`src/rtl/dbd_pkg.sv`:
```
package dbd_pkg;

  localparam int NUM_CLASSES = 5;
  localparam int CLS_W       = 3;
  localparam int SCORE_W     = 16;
  localparam int COORD_W     = 14;
  localparam int PAD_W       = 10;
  localparam int FRAME_W     = 13;
  localparam int EDGE_W      = 12;
  localparam int CFG_IDX_W   = 3;
  localparam int CFG_DATA_W  = 16;

  // Signed Q.5 edge before scaling, and its magnitude.
  localparam int Q5_W  = 18;
  localparam int MAG_W = 16;
  localparam int PROD_W = 32;

  typedef enum logic [CFG_IDX_W-1:0] {
    CFG_THRESHOLD = 3'd0,
    CFG_INV_SCALE = 3'd1,
    CFG_PAD_X     = 3'd2,
    CFG_PAD_Y     = 3'd3,
    CFG_FRAME_W   = 3'd4,
    CFG_FRAME_H   = 3'd5,
    CFG_CLASSES   = 3'd6
  } cfg_reg_t;

  localparam logic [15:0]        RST_THRESHOLD = 16'd16384;
  localparam logic [15:0]        RST_INV_SCALE = 16'd4096;
  localparam logic [PAD_W-1:0]   RST_PAD       = '0;
  localparam logic [FRAME_W-1:0] RST_FRAME_W   = 13'd640;
  localparam logic [FRAME_W-1:0] RST_FRAME_H   = 13'd480;
  localparam logic [CLS_W-1:0]   RST_CLASSES   = 3'd5;

  // Load enables of the three internal pipeline stages.
  typedef struct packed {
    logic en1;
    logic en2;
    logic en3;
  } stage_ctl_t;

endpackage

```
`src/rtl/detection_box_decode.sv`:
```
// Channel   Direction  Handshake            Payload
// in_       input      in_valid/in_stall    centre, size, objectness, class scores
// out_      output     out_valid/out_stall  box edges, class index, confidence
// cfg_      input      cfg_we               cfg_index, cfg_data
//
// One row is accepted per cycle while in_stall is low. A kept row is offered on
// out_valid once it has passed the operand registers, the registered 16x16 multiply
// in each edge lane and in the score path, rounding and clamping, then the output
// register. Rejected rows leave a bubble.
// Reset clears the stage valid bits and loads the register defaults.
// A stall on the output backs up only as far as the pipeline is full.
module detection_box_decode (
  input  logic                            clk,
  input  logic                            rst_n,
  input  logic                            in_valid,
  output logic                            in_stall,
  input  logic [dbd_pkg::COORD_W-1:0]     in_center_x,
  input  logic [dbd_pkg::COORD_W-1:0]     in_center_y,
  input  logic [dbd_pkg::COORD_W-1:0]     in_box_width,
  input  logic [dbd_pkg::COORD_W-1:0]     in_box_height,
  input  logic [dbd_pkg::SCORE_W-1:0]     in_objectness,
  input  logic [dbd_pkg::SCORE_W-1:0]     in_class_score_0,
  input  logic [dbd_pkg::SCORE_W-1:0]     in_class_score_1,
  input  logic [dbd_pkg::SCORE_W-1:0]     in_class_score_2,
  input  logic [dbd_pkg::SCORE_W-1:0]     in_class_score_3,
  input  logic [dbd_pkg::SCORE_W-1:0]     in_class_score_4,
  output logic                            out_valid,
  input  logic                            out_stall,
  output logic [dbd_pkg::EDGE_W-1:0]      out_left_edge,
  output logic [dbd_pkg::EDGE_W-1:0]      out_top_edge,
  output logic [dbd_pkg::EDGE_W-1:0]      out_right_edge,
  output logic [dbd_pkg::EDGE_W-1:0]      out_bottom_edge,
  output logic [dbd_pkg::CLS_W-1:0]       out_class_index,
  output logic [dbd_pkg::SCORE_W-1:0]     out_confidence,
  input  logic                            cfg_we,
  input  logic [dbd_pkg::CFG_IDX_W-1:0]   cfg_index,
  input  logic [dbd_pkg::CFG_DATA_W-1:0]  cfg_data
);
  import dbd_pkg::*;

  logic [15:0]        threshold_r;
  logic [15:0]        inv_scale_r;
  logic [PAD_W-1:0]   pad_x_r;
  logic [PAD_W-1:0]   pad_y_r;
  logic [FRAME_W-1:0] frame_w_r;
  logic [FRAME_W-1:0] frame_h_r;
  logic [CLS_W-1:0]   classes_r;

  logic               v1_r;
  logic               v2_r;
  logic               v3_r;
  logic               out_free;
  logic               en1;
  logic               en2;
  logic               en3;
  stage_ctl_t         ctl;

  logic [SCORE_W-1:0] scores [NUM_CLASSES];
  logic               pass;
  logic [CLS_W-1:0]   cls3;
  logic [SCORE_W-1:0] conf3;
  logic [EDGE_W-1:0]  x1;
  logic [EDGE_W-1:0]  y1;
  logic [EDGE_W-1:0]  x2;
  logic [EDGE_W-1:0]  y2;

  always_ff @(posedge clk) begin
    if (!rst_n) begin
      threshold_r <= RST_THRESHOLD;
      inv_scale_r <= RST_INV_SCALE;
      pad_x_r     <= RST_PAD;
      pad_y_r     <= RST_PAD;
      frame_w_r   <= RST_FRAME_W;
      frame_h_r   <= RST_FRAME_H;
      classes_r   <= RST_CLASSES;
    end else if (cfg_we) begin
      case (cfg_reg_t'(cfg_index))
        CFG_THRESHOLD: threshold_r <= cfg_data;
        CFG_INV_SCALE: inv_scale_r <= cfg_data;
        CFG_PAD_X:     pad_x_r     <= cfg_data[PAD_W-1:0];
        CFG_PAD_Y:     pad_y_r     <= cfg_data[PAD_W-1:0];
        CFG_FRAME_W:   frame_w_r   <= cfg_data[FRAME_W-1:0];
        CFG_FRAME_H:   frame_h_r   <= cfg_data[FRAME_W-1:0];
        CFG_CLASSES:   classes_r   <= cfg_data[CLS_W-1:0];
        default: begin
        end
      endcase
    end
  end

  // A stage loads when it is empty or when the stage after it moves on.
  assign en3      = !v3_r || out_free;
  assign en2      = !v2_r || en3;
  assign en1      = !v1_r || en2;
  assign ctl      = {en1, en2, en3};
  assign in_stall = !en1;

  always_ff @(posedge clk) begin
    if (!rst_n) begin
      v1_r <= 1'b0;
      v2_r <= 1'b0;
      v3_r <= 1'b0;
    end else begin
      if (en1) v1_r <= in_valid;
      if (en2) v2_r <= v1_r;
      if (en3) v3_r <= v2_r;
    end
  end

  assign scores[0] = in_class_score_0;
  assign scores[1] = in_class_score_1;
  assign scores[2] = in_class_score_2;
  assign scores[3] = in_class_score_3;
  assign scores[4] = in_class_score_4;

  dbd_score_select u_score (
    .clk            (clk),
    .ctl            (ctl),
    .objectness     (in_objectness),
    .scores         (scores),
    .threshold      (threshold_r),
    .classes_in_use (classes_r),
    .pass_r         (pass),
    .cls3_r         (cls3),
    .conf_r         (conf3)
  );

  dbd_edge_lane u_lane_x1 (
    .clk (clk), .ctl (ctl), .is_low (1'b1),
    .center (in_center_x), .size (in_box_width), .pad (pad_x_r),
    .inv_scale (inv_scale_r), .frame_size (frame_w_r), .edge_r (x1)
  );

  dbd_edge_lane u_lane_y1 (
    .clk (clk), .ctl (ctl), .is_low (1'b1),
    .center (in_center_y), .size (in_box_height), .pad (pad_y_r),
    .inv_scale (inv_scale_r), .frame_size (frame_h_r), .edge_r (y1)
  );

  dbd_edge_lane u_lane_x2 (
    .clk (clk), .ctl (ctl), .is_low (1'b0),
    .center (in_center_x), .size (in_box_width), .pad (pad_x_r),
    .inv_scale (inv_scale_r), .frame_size (frame_w_r), .edge_r (x2)
  );

  dbd_edge_lane u_lane_y2 (
    .clk (clk), .ctl (ctl), .is_low (1'b0),
    .center (in_center_y), .size (in_box_height), .pad (pad_y_r),
    .inv_scale (inv_scale_r), .frame_size (frame_h_r), .edge_r (y2)
  );

  dbd_merge u_merge (
    .clk         (clk),
    .rst_n       (rst_n),
    .valid3      (v3_r),
    .pass        (pass),
    .x1          (x1),
    .y1          (y1),
    .x2          (x2),
    .y2          (y2),
    .cls         (cls3),
    .conf        (conf3),
    .out_stall   (out_stall),
    .out_free    (out_free),
    .out_valid_r (out_valid),
    .left_r      (out_left_edge),
    .top_r       (out_top_edge),
    .right_r     (out_right_edge),
    .bottom_r    (out_bottom_edge),
    .cls_r       (out_class_index),
    .conf_out_r  (out_confidence)
  );

endmodule

```
`src/rtl/dbd_edge_lane.sv`:
```
module dbd_edge_lane (
  input  logic                          clk,
  input  dbd_pkg::stage_ctl_t           ctl,
  input  logic                          is_low,
  input  logic [dbd_pkg::COORD_W-1:0]   center,
  input  logic [dbd_pkg::COORD_W-1:0]   size,
  input  logic [dbd_pkg::PAD_W-1:0]     pad,
  input  logic [15:0]                   inv_scale,
  input  logic [dbd_pkg::FRAME_W-1:0]   frame_size,
  output logic [dbd_pkg::EDGE_W-1:0]    edge_r
);
  import dbd_pkg::*;

  logic signed [Q5_W-1:0] q5;
  logic signed [Q5_W-1:0] q5_neg;
  logic [Q5_W-1:0]        q5_abs;
  logic [MAG_W-1:0]       mag_r;
  logic                   neg_r;
  logic [PROD_W-1:0]      prod_r;
  logic                   neg2_r;
  logic [PROD_W:0]        rsum;
  logic [MAG_W-1:0]       rounded;
  logic [EDGE_W-1:0]      hi;
  logic [EDGE_W-1:0]      edge_nxt;

  // Edge in Q.5: 2*centre -/+ size - 32*pad.
  assign q5 = $signed({3'b000, center, 1'b0})
            + (is_low ? -$signed({4'b0000, size}) : $signed({4'b0000, size}))
            - $signed({3'b000, pad, 5'b00000});
  assign q5_neg = -q5;
  assign q5_abs = q5[Q5_W-1] ? q5_neg : q5;

  always_ff @(posedge clk) begin
    if (ctl.en1) begin
      mag_r <= q5_abs[MAG_W-1:0];
      neg_r <= q5[Q5_W-1];
    end
    if (ctl.en2) begin
      prod_r <= PROD_W'(mag_r) * PROD_W'(inv_scale);
      neg2_r <= neg_r;
    end
    if (ctl.en3) begin
      edge_r <= edge_nxt;
    end
  end

  // Round half away from zero on the magnitude, Q.17 to integer.
  assign rsum    = {1'b0, prod_r} + (PROD_W+1)'(33'h1_0000);
  assign rounded = rsum[PROD_W:17];

  // Upper clamp limit is min(frame - 1, 4095).
  assign hi = (frame_size > FRAME_W'(4096)) ? {EDGE_W{1'b1}}
                                            : EDGE_W'(frame_size - FRAME_W'(1));

  always_comb begin
    if (neg2_r || frame_size == '0) begin
      edge_nxt = '0;
    end else if (rounded > MAG_W'(hi)) begin
      edge_nxt = hi;
    end else begin
      edge_nxt = rounded[EDGE_W-1:0];
    end
  end

endmodule

```
`src/rtl/dbd_score_select.sv`:
```
module dbd_score_select (
  input  logic                          clk,
  input  dbd_pkg::stage_ctl_t           ctl,
  input  logic [dbd_pkg::SCORE_W-1:0]   objectness,
  input  logic [dbd_pkg::SCORE_W-1:0]   scores [dbd_pkg::NUM_CLASSES],
  input  logic [15:0]                   threshold,
  input  logic [dbd_pkg::CLS_W-1:0]     classes_in_use,
  output logic                          pass_r,
  output logic [dbd_pkg::CLS_W-1:0]     cls3_r,
  output logic [dbd_pkg::SCORE_W-1:0]   conf_r
);
  import dbd_pkg::*;

  logic [SCORE_W-1:0] best;
  logic [CLS_W-1:0]   cls;
  logic               found;
  logic [SCORE_W-1:0] best_r;
  logic [SCORE_W-1:0] obj_r;
  logic [CLS_W-1:0]   cls1_r;
  logic               found1_r;
  logic [PROD_W-1:0]  prod_r;
  logic [CLS_W-1:0]   cls2_r;
  logic               found2_r;
  logic               pass_nxt;

  // Strict greater-than keeps the first of equal scores; zero never wins.
  always_comb begin
    best  = '0;
    cls   = '0;
    found = 1'b0;
    for (int i = 0; i < NUM_CLASSES; i++) begin
      if (scores[i] > best) begin
        best  = scores[i];
        cls   = CLS_W'(i);
        found = 1'b1;
      end
    end
  end

  assign pass_nxt = found2_r && (cls2_r < classes_in_use)
                 && (prod_r >= {threshold, 16'h0000});

  always_ff @(posedge clk) begin
    if (ctl.en1) begin
      best_r   <= best;
      obj_r    <= objectness;
      cls1_r   <= cls;
      found1_r <= found;
    end
    if (ctl.en2) begin
      prod_r   <= PROD_W'(obj_r) * PROD_W'(best_r);
      cls2_r   <= cls1_r;
      found2_r <= found1_r;
    end
    if (ctl.en3) begin
      pass_r <= pass_nxt;
      cls3_r <= cls2_r;
      conf_r <= prod_r[PROD_W-1:16];
    end
  end

endmodule

```
`src/rtl/dbd_merge.sv`:
```
module dbd_merge (
  input  logic                          clk,
  input  logic                          rst_n,
  input  logic                          valid3,
  input  logic                          pass,
  input  logic [dbd_pkg::EDGE_W-1:0]    x1,
  input  logic [dbd_pkg::EDGE_W-1:0]    y1,
  input  logic [dbd_pkg::EDGE_W-1:0]    x2,
  input  logic [dbd_pkg::EDGE_W-1:0]    y2,
  input  logic [dbd_pkg::CLS_W-1:0]     cls,
  input  logic [dbd_pkg::SCORE_W-1:0]   conf,
  input  logic                          out_stall,
  output logic                          out_free,
  output logic                          out_valid_r,
  output logic [dbd_pkg::EDGE_W-1:0]    left_r,
  output logic [dbd_pkg::EDGE_W-1:0]    top_r,
  output logic [dbd_pkg::EDGE_W-1:0]    right_r,
  output logic [dbd_pkg::EDGE_W-1:0]    bottom_r,
  output logic [dbd_pkg::CLS_W-1:0]     cls_r,
  output logic [dbd_pkg::SCORE_W-1:0]   conf_out_r
);
  import dbd_pkg::*;

  logic keep;

  assign out_free = !out_valid_r || !out_stall;
  // Empty boxes are dropped here along with rows that failed scoring.
  assign keep     = pass && (x2 > x1) && (y2 > y1);

  always_ff @(posedge clk) begin
    if (!rst_n) begin
      out_valid_r <= 1'b0;
    end else if (out_free) begin
      out_valid_r <= valid3 && keep;
    end
  end

  always_ff @(posedge clk) begin
    if (out_free && valid3) begin
      left_r     <= x1;
      top_r      <= y1;
      right_r    <= x2;
      bottom_r   <= y2;
      cls_r      <= cls;
      conf_out_r <= conf;
    end
  end

endmodule

```
`config.mk`:
```
export PLATFORM = sky130hd
export DESIGN_NAME = detection_box_decode
export DESIGN_NICKNAME = d
export VERILOG_FILES = /design/src/rtl/dbd_pkg.sv /design/src/rtl/detection_box_decode.sv /design/src/rtl/dbd_edge_lane.sv /design/src/rtl/dbd_score_select.sv /design/src/rtl/dbd_merge.sv
export SDC_FILE = /design/constraint.sdc
export NUM_CORES = 2
export LEC_CHECK = 0
export ABC_AREA = 1
export BUFFER_PORTS_ARGS = -buffer_cell sky130_fd_sc_hd__buf_4
export CAP_MARGIN = 30
export CORE_UTILIZATION = 42
export CTS_BUF_LIST = sky130_fd_sc_hd__clkbuf_4
export DETAILED_ROUTE_END_ITERATION = 10
export SYNTH_ARGS = -nofsm -noshare
export SYNTH_HDL_FRONTEND = slang
export SYNTH_HIERARCHICAL = 1
export SYNTH_SLANG_ARGS = --single-unit
```
`constraint.sdc`:
```
create_clock -name clk -period 6.75 [get_ports clk]
set_input_delay 1.0125 -clock clk [delete_from_list [all_inputs] [get_ports clk]]
set_output_delay 1.0125 -clock clk [all_outputs]
set_load 0.01 [all_outputs]
```
==> metrics.txt <==
Initial DRT Pass Iterations=11; Mapped Avg Cell Area=7.45 sq um; drt total wl=222000 um; PortBufs=244; CP Max Fanout=16; total of max-cap violations=0; met3 routed WL=13100 um; WHS Endpoint=u_score/obj_r[1]; FFs w/ async S/R, synth=0%; Syn Inst Count=10000; site row count=154; DRC viols=36; largest net degree at the start of global routing=61; FF+latch count, synth=428; clk_lat worst skew=1.13 ns; CP Buf/Inv Count=3; worst slack, placed=-0.443 ns; Reg2Reg Setup Slack=0.33 ns; failing checks=design-rule violations; Layout Area Growth over Synthesis=9.64%; clk slew on worst S/H paths=0.08 ns; Final #Nets=12200; Die Ht=424 um; CP arrival=7.24 ns; deepest clock path buffer count=3; share of cells above drive strength 1=8.03%; initial antenna violation count=15; most frequent cell after synthesis=nand2_1; CTS sink cnt=428; Final setup violation count=0; CP Class=reg2reg; EDFF count, synth=343; met1 wire length=93000 um; setup TNS=0 ns; Worst path max stage delay=0.95 ns; DPL Wire Length=185000 um; Finished Cell Area=81800 sq um; routed wl met2=107000 um; Root Driver=clkbuf_4; Seq/Total Area, Yosys=16.1%; CTS tree=yes; Mapped Area=74600 sq um; vias=62600; worst min-delay path class=in2reg; Synth top area share=27.1%; critical path required time=7.57 ns; Levels on crit path=19; Fmax=156 MHz; vias in the first global route=65200; critical path's most frequent cell=fa_1; reg2reg start=u_lane_x2/mag_r[8]; initial core utilization=42.3%; die span in x=424 um; vias per inst=4.92; R2R cell count=19; hold_ws=0.119 ns; Slew HR=33.8%; ys flop type=edfxtp_1; core area=176000 sq um; placed cell areas=80000 sq um; CP Launch Type=flip-flop; skew final=0.0833 ns; top layer in use=met5; Die ar.=179000 sq um; ANT nets after route=0; Num CTS Buffers=120; hold path cells=1; Yosys top cell by area=fa_1; num ports=245; crit path capture type=flip-flop; top cells by count, synth=2827 x nand2_1, 2478 x inv_1, 1010 x fa_1; GRT Total Usage=25.1%; GR Overflow Total=0; CP cell instances=nand2_1, fa_1, inv_1, fa_1, fa_1, fa_1, fa_1, inv_1, fa_1, inv_1, ha_1, a21oi_1, o21ai_0, a21oi_1, o21ai_0, nor3_1, nand2_1, nand2_1, nand2_1; Worst Hold Launch=in_objectness[1]; first-pass GRT wire length=354000 um; H-tree depth=3; initial drt markers=4028; unrepaired setup endpoints after global routing=false; Max stage delay cell, worst path=edfxtp_1; synth warn=6; fin crit period=6.42 ns; hold violation total from the final report=0; CP top delay family=adder cells; FF-to-FF End=u_lane_x2/prod_r[31]; Slew Viols, Final=0; WL/cell=17.4 um; Cell variety after synth=60; RD Place Congestion=0.926; Final WS setup=0.333 ns; Tightest Pin Transition=0.993 ns; share of the clock period used by the worst path=95.1%; status=complete, but fails checks; top area cells in the synthesized netlist=fa_1 27%, nand2_1 14%, edfxtp_1 14%
area by class of cell:
type,instances,area [sq um]
Fill cell,17700,94500
Multi-Input combinational cell,6730,51800
Sequential cell,428,12000
Inverter,2491,9350
Timing Repair Buffer,518,4020
Tap cell,2340,2930
Clock buffer,163,1220
Clock inverter,55,450
Antenna cell,14,35.0
registers in the layout, indices dropped and copies added (netlist names), 13 cells and up:
| signal | count |
|---|---|
| u_lane_y1/prod_r | 16 |
| u_lane_x1/prod_r | 16 |
| frame_h_r | 13 |
| u_score/conf_r | 16 |
| u_score/prod_r | 32 |
| u_lane_x2/mag_r | 16 |
| u_lane_x2/prod_r | 16 |
| u_lane_y2/prod_r | 16 |
| u_lane_x1/mag_r | 16 |
| frame_w_r | 13 |
| u_lane_y2/mag_r | 16 |
| u_score/obj_r | 16 |
| u_lane_y1/mag_r | 16 |
| inv_scale_r | 16 |
| threshold_r | 16 |
| u_score/best_r | 16 |
| u_merge/conf_out_r | 16 |
how the worst max path moves through the flow:
stage                         start                    to  slack (ns)
6_report         u_lane_x2/mag_r[8]  u_lane_x2/prod_r[31]        0.33
3_5_place_dp   in_class_score_1[15]     u_score/cls1_r[0]       -0.44
4_1_cts           u_score/best_r[1]    u_score/prod_r[30]         0.1
2_1_floorplan   in_class_score_0[7]      u_score/found1_r        0.02
3_3_place_gp   in_class_score_1[15]    u_score/best_r[14]       -0.41
5_1_grt           u_score/best_r[5]    u_score/prod_r[30]        0.02
cells in the final DEF (no fill, tap or decap), types with 27 or more instances in the layout:
cell type,n
a21oi_1,279
o21ai_0,149
inv_1,2477
clkinv_1,32
nand2_2,29
edfxtp_1,343
fa_1,1010
a21o_1,27
nand3_1,388
buf_4,501
xnor2_1,36
xor2_1,161
nand2_1,2826
ha_1,759
nor2_1,654
clkbuf_4,164
nand4_1,81
nor3_1,109
dfxtp_1,69
repair_timing:
item | in CTS | in global routing
hold buffers | 5 | 0
endpoints found under the hold margin | 5 | 0
gates resized for setup | 0 | 8
buffers inserted | 0 | 7
setup endpoints to repair | 0 | 5
metal layers:
metal	global-route usage, %	up-vias
li1	-	30500
met4	8.84	12
met3	3.82	371
met2	43.8	1721
met1	31.4	30100
met5	0	-
logic make-up after synthesis:
kind of cell,synth area share [%]
DFF,16.1
other,0.0101
xor gates and xnor gates,2.31
AOI/OAI and AO/OA,4.30
and+or+nand+nor,22.9
adders and majority gates,39.8
buffers and inverters,14.6
stage by stage:
step / util (%) / cells
global route: 46.4 / 12700
floorplan: - / 10000
global placement: 45.3 / 12500
CTS: 46.3 / 12700
finish: 46.4 / 12700
detailed placement: 45.4 / 12500
Power is left out: the tool's default activity adds up to more than one toggle a clock period on the data nets, which glitch-free logic cannot reach.
